$ cat src/rtl/efcp_pkg.sv
// Shared types, constants and the sine table generator for the fly camera pose block.
// No dependencies; used by efcp_mul, efcp_sine_rom and euler_fly_camera_pose.
`timescale 1ns / 1ps

package efcp_pkg;

   localparam int SINE_TABLE_DEPTH = 1024;
   localparam int ANGLE_FRAC_BITS  = 8;
   localparam int IDX_BITS         = $clog2(SINE_TABLE_DEPTH);

   localparam int FULL_TURN    = 360 << ANGLE_FRAC_BITS;
   localparam int QUARTER_TURN = 90 << ANGLE_FRAC_BITS;
   localparam int ANGLE_BITS   = $clog2(FULL_TURN);

   // Table index of angle a is floor((a + ANGLE_STEP/2) / ANGLE_STEP).
   localparam int ANGLE_STEP   = FULL_TURN / SINE_TABLE_DEPTH;
   localparam int ANGLE_HALF   = ANGLE_STEP / 2;
   localparam int RECIP_SHIFT  = 24;
   localparam int RECIP        = ((1 << RECIP_SHIFT) + ANGLE_STEP - 1) / ANGLE_STEP;
   localparam int QUARTER_IDX  = SINE_TABLE_DEPTH / 4;

   localparam int MUL_BITS  = 19;
   localparam int PROD_BITS = 2 * MUL_BITS;

   localparam int ONE_Q14 = 16384;

   localparam logic [63:0] PI_Q28      = 64'd843314857;
   localparam logic [63:0] HALF_PI_Q28 = 64'd421657428;
   localparam logic [63:0] TWO_PI_Q28  = 64'd1686629713;

   typedef enum logic [2:0] {
      CMD_FORWARD = 3'd0,
      CMD_BACK    = 3'd1,
      CMD_LEFT    = 3'd2,
      CMD_RIGHT   = 3'd3,
      CMD_ROTATE  = 3'd4
   } cmd_type;

   typedef enum logic [0:0] {
      CSR_MOVE_STEP   = 1'b0,
      CSR_PITCH_LIMIT = 1'b1
   } csr_index_type;

   typedef struct packed {
      logic [2:0]         cmd;
      logic signed [15:0] yaw_delta;
      logic signed [15:0] pitch_delta;
   } req_type;

   typedef struct packed {
      logic signed [31:0] pos_x;
      logic signed [31:0] pos_y;
      logic signed [31:0] pos_z;
      logic signed [15:0] front_x;
      logic signed [15:0] front_y;
      logic signed [15:0] front_z;
      logic signed [15:0] right_x;
      logic signed [15:0] right_y;
      logic signed [15:0] right_z;
      logic signed [15:0] up_x;
      logic signed [15:0] up_y;
      logic signed [15:0] up_z;
   } rsp_type;

   typedef logic signed [15:0] sine_table_type [SINE_TABLE_DEPTH];

   // Sine of an angle in the first quadrant (Q28 radians) by a Taylor series, Q2.14.
   function automatic logic [15:0] sine_first_quadrant(input logic [63:0] x);
      logic [63:0]        x2;
      logic [63:0]        term;
      logic signed [63:0] sum;
      logic [63:0]        r;
      x2   = (x * x) >> 28;
      term = x;
      sum  = $signed(x);
      for (int n = 1; n <= 7; n++) begin
         term = ((term * x2) >> 28) / 64'((2 * n) * (2 * n + 1));
         if (n % 2 == 1) begin
            sum = sum - $signed(term);
         end else begin
            sum = sum + $signed(term);
         end
      end
      if (sum < 0) begin
         sum = 0;
      end
      r = ($unsigned(sum) + 64'd8192) >> 14;
      if (r > 64'(ONE_Q14)) begin
         r = 64'(ONE_Q14);
      end
      return r[15:0];
   endfunction

   function automatic sine_table_type build_sine_table();
      sine_table_type tab;
      logic [63:0]    x;
      logic           neg;
      logic [15:0]    s;
      for (int k = 0; k < SINE_TABLE_DEPTH; k++) begin
         x   = (64'(k) * TWO_PI_Q28 + 64'(SINE_TABLE_DEPTH / 2)) / 64'(SINE_TABLE_DEPTH);
         neg = 1'b0;
         if (x >= PI_Q28) begin
            x   = x - PI_Q28;
            neg = 1'b1;
         end
         if (x > HALF_PI_Q28) begin
            x = PI_Q28 - x;
         end
         s      = sine_first_quadrant(x);
         tab[k] = neg ? -$signed(s) : $signed(s);
      end
      return tab;
   endfunction

   // Q14 product shifted right by 14, rounded half away from zero.
   function automatic logic signed [17:0] round_q14(input logic signed [PROD_BITS-1:0] p);
      logic [PROD_BITS-1:0] mag;
      logic [PROD_BITS-1:0] m;
      logic signed [17:0]   r;
      mag = p[PROD_BITS-1] ? $unsigned(-p) : $unsigned(p);
      m   = (mag + PROD_BITS'(8192)) >> 14;
      r   = $signed(m[17:0]);
      return p[PROD_BITS-1] ? -r : r;
   endfunction

endpackage

$ cat src/rtl/efcp_mul.sv
// Shared signed multiplier with a registered product.
// Depends on efcp_pkg for operand and product widths.
`timescale 1ns / 1ps

module efcp_mul (
   input  logic                                  clock,
   input  logic signed [efcp_pkg::MUL_BITS-1:0]  op_a,
   input  logic signed [efcp_pkg::MUL_BITS-1:0]  op_b,
   output logic signed [efcp_pkg::PROD_BITS-1:0] prod_ff
);

   always_ff @(posedge clock) begin
      prod_ff <= op_a * op_b;
   end

endmodule

$ cat config.mk
export PLATFORM = sky130hd
export DESIGN_NAME = efcp_mul
export DESIGN_NICKNAME = d
export VERILOG_FILES = /design/src/rtl/efcp_pkg.sv /design/src/rtl/efcp_mul.sv
export SDC_FILE = /design/constraint.sdc
export NUM_CORES = 1
export LEC_CHECK = 0
export BUFFER_PORTS_ARGS = -buffer_cell sky130_fd_sc_hd__buf_2
export CAP_MARGIN = 10
export CORE_ASPECT_RATIO = 0.9
export CORE_MARGIN = 8
export CORE_UTILIZATION = 63
export CTS_CLUSTER_SIZE = 25
export DETAILED_ROUTE_END_ITERATION = 12
export PLACE_DENSITY = 0.9
export SLEW_MARGIN = 20
export SYNTH_ARGS = -nofsm -noshare
export SYNTH_HDL_FRONTEND = slang
export SYNTH_SLANG_ARGS = --single-unit
export TNS_END_PERCENT = 30
$ cat constraint.sdc
create_clock -name clock -period 9.6 [get_ports clock]
set_input_delay 0.96 -clock clock [delete_from_list [all_inputs] [get_ports clock]]
set_output_delay 0.96 -clock clock [all_outputs]
set_load 0.05 [all_outputs]
==> flow_summary.yaml <==
detailed_routing:
  vias: 10302
  dr.pass1.iters: 5
  routed_wl_um: 35800
  antenna_left: 0
  wl_per_cell_um: 20.0
  via_per_inst: 5.75
  drc: 0
  drt_iter0_drc: 906
cells_and_area:
  final_common_cell: "fa_1"
  syn_to_final_growth_pct: 5.30
  fill_cells: 1590
  drive_gt1_share_pct: 5.95
  top_regs: "prod_ff x38"
  largest_reg_flops: 38
  utilization_pct: 66.8
  antenna_cells: 0
  layout.nets: 2015
  layout_common_cells: "fa_1, inv_1, and2_1"
  fin_area_um2: 14900
  largest_register: "prod_ff"
clock_tree:
  cts.sinks: 38
  hold_buffers: 0
  cts_resized: 0
  cts_buffers: 5
  cts_tree: "done"
  cts_max_path_buffers: 2
  path_clk_slew_ns: 0.07
  cts_max_level: 2
  clock-root-buffer: "clkbuf_16"
  postCtsSetupBuffers: 0
timing:
  rsz0062_at_grt: "no"
  slew_viol_final: 0
  maxSlewHeadroom_pct: 58.3
  finalHoldViolCount: 0
  tightest_slew_ns: 0.625
  max_freq_mhz: 131
  min_period_ns: 7.64
  fin_crit_sh_pct: 79.6
  hold_ws_ns: 1.14
  finalSetupTns_ns: 0
  setup_violations: 0
setup_path:
  critPathLaunchType: "input pin"
  crit_required_ns: 9.83
  crit_type: "input pin to flop"
  crit_chain: "buf_2, nand2_1, fa_1, inv_1, fa_1, inv_1, fa_1, inv_1, fa_1, fa_1, fa_1, fa_1, ha_1, nand4_1, nor4_1, nor2_1, o311ai_1, nand2_1, o31ai_1, xor2_1"
  arrival_ns: 7.87
  path_common_cell: "fa_1"
  critPathTopFamily: "adder cells"
  slowest_stage: "nor4_1"
  cp_max_fo: 19
  slowest_delay_ns: 0.60
  cp-end-kind: "flop"
  worst-path-buf-inv: 4
synth:
  synthCells: 1465
  yosysSeqAreaShare_pct: 5.39
  synthesis.nets: 1986
  ys_types: 45
  syn_area_per_cell_um2: 9.63
  synth_area_um2: 14100
  ys_ff_latch: 38
  ys_warn_count: 0
min_path:
  hp-class: "input pin to flop"
place:
  gp_congestion: 0.953
  place_area_um2: 14700
  detailed_place_hpwl_um: 28900
  port_buffers: 76
die:
  coreArea_um2: 22300
  num_rows: 52
  die_w_um: 174
  start_util_pct: 63.4
  io_pins: 77
  die_h_um: 158
  die_area_um2: 27400
global_route:
  antenna_found_initial: 1
  overflow: 0
  grt_pass1_wl_um: 59700
  grt_pass1_vias: 11819
  grt_start_max_net_pins: 20
  groute.usage.overall_pct: 27.7
status:
  status: "completed"
job:
  maxCapViolCount: 0
## logic make-up after synthesis
family | share of synthesized area (%)
fa+ha+maj | 62.4
buf+inv | 10.9
simple gates | 14.5
compound gates | 4.23
flops | 5.39
xor+xnor | 2.55
## worst paths after layout
path                      from  depth (start not counted)           to  slack, ns
worst max-delay path  op_b[10]                         20  prod_ff[36]       1.96
worst min-delay path   op_a[0]                          2   prod_ff[0]       1.14
## synth_stat cells (all sizes together)
cell type  count  area [um2]
o31ai          6        63.8
xor2           9        78.8
dfxtp         38         761
a21o          20         150
o31a           1        8.76
inv          357        1340
a22oi          1        7.51
and3           3        18.8
a21oi         25         125
and2         184        1150
nor3b          1        7.51
nand2b         7        43.8
a21boi         3        22.5
nor2b          1        6.26
a211o          1        8.76
and3b          1        8.76
a311oi         2        17.5
o21a           4        30.0
a211oi         1        7.51
nand3          5        25.0
nand4          2        12.5
buf            1        3.75
clkbuf        53         199
nor4           1        6.26
nor2          27         101
or3            1        6.26
o41a           1        11.3
a41oi          1        8.76
a31oi          3        18.8
a31o           1        8.76
xnor2         32         280
o21ai         11        58.8
ha           113        1410
or2            1        6.26
nand2        166         623
and2b          1        7.51
nor3           5        25.0
fa           369        7390
o21bai         3        22.5
o311ai         3        26.3
## layer usage
layer	wire length [um]	up-vias	share of wire, %	track usage (%)
met3	3970	178	11	7.94
met4	1890	2	5.3	14.2
met2	17400	674	49	45.7
li1	-	4308	-	-
met1	12500	5140	35	32.8
met5	18	-	0.050	0
## layout make-up
class	count	area, um2	area share (%)
multi-input cells	1016	11800	79.5
repair buffers	76	380	2.56
clock inverters	2	60.1	0.404
well taps	297	372	2.50
inverters	357	1340	9.02
clock buffers	6	139	0.935
flip-flops and latches	38	761	5.12
## stage by stage
stage | cells | worst slack (ns)
floorplan | 1465 | 2.30
CTS | 1792 | 1.98
finish | 1792 | 1.96
global placement | 1784 | 1.93
global route | 1792 | 1.71
detailed placement | 1784 | 1.75
Power is left out: the tool's default activity adds up to more than one toggle a clock period on the data nets, which glitch-free logic cannot reach.
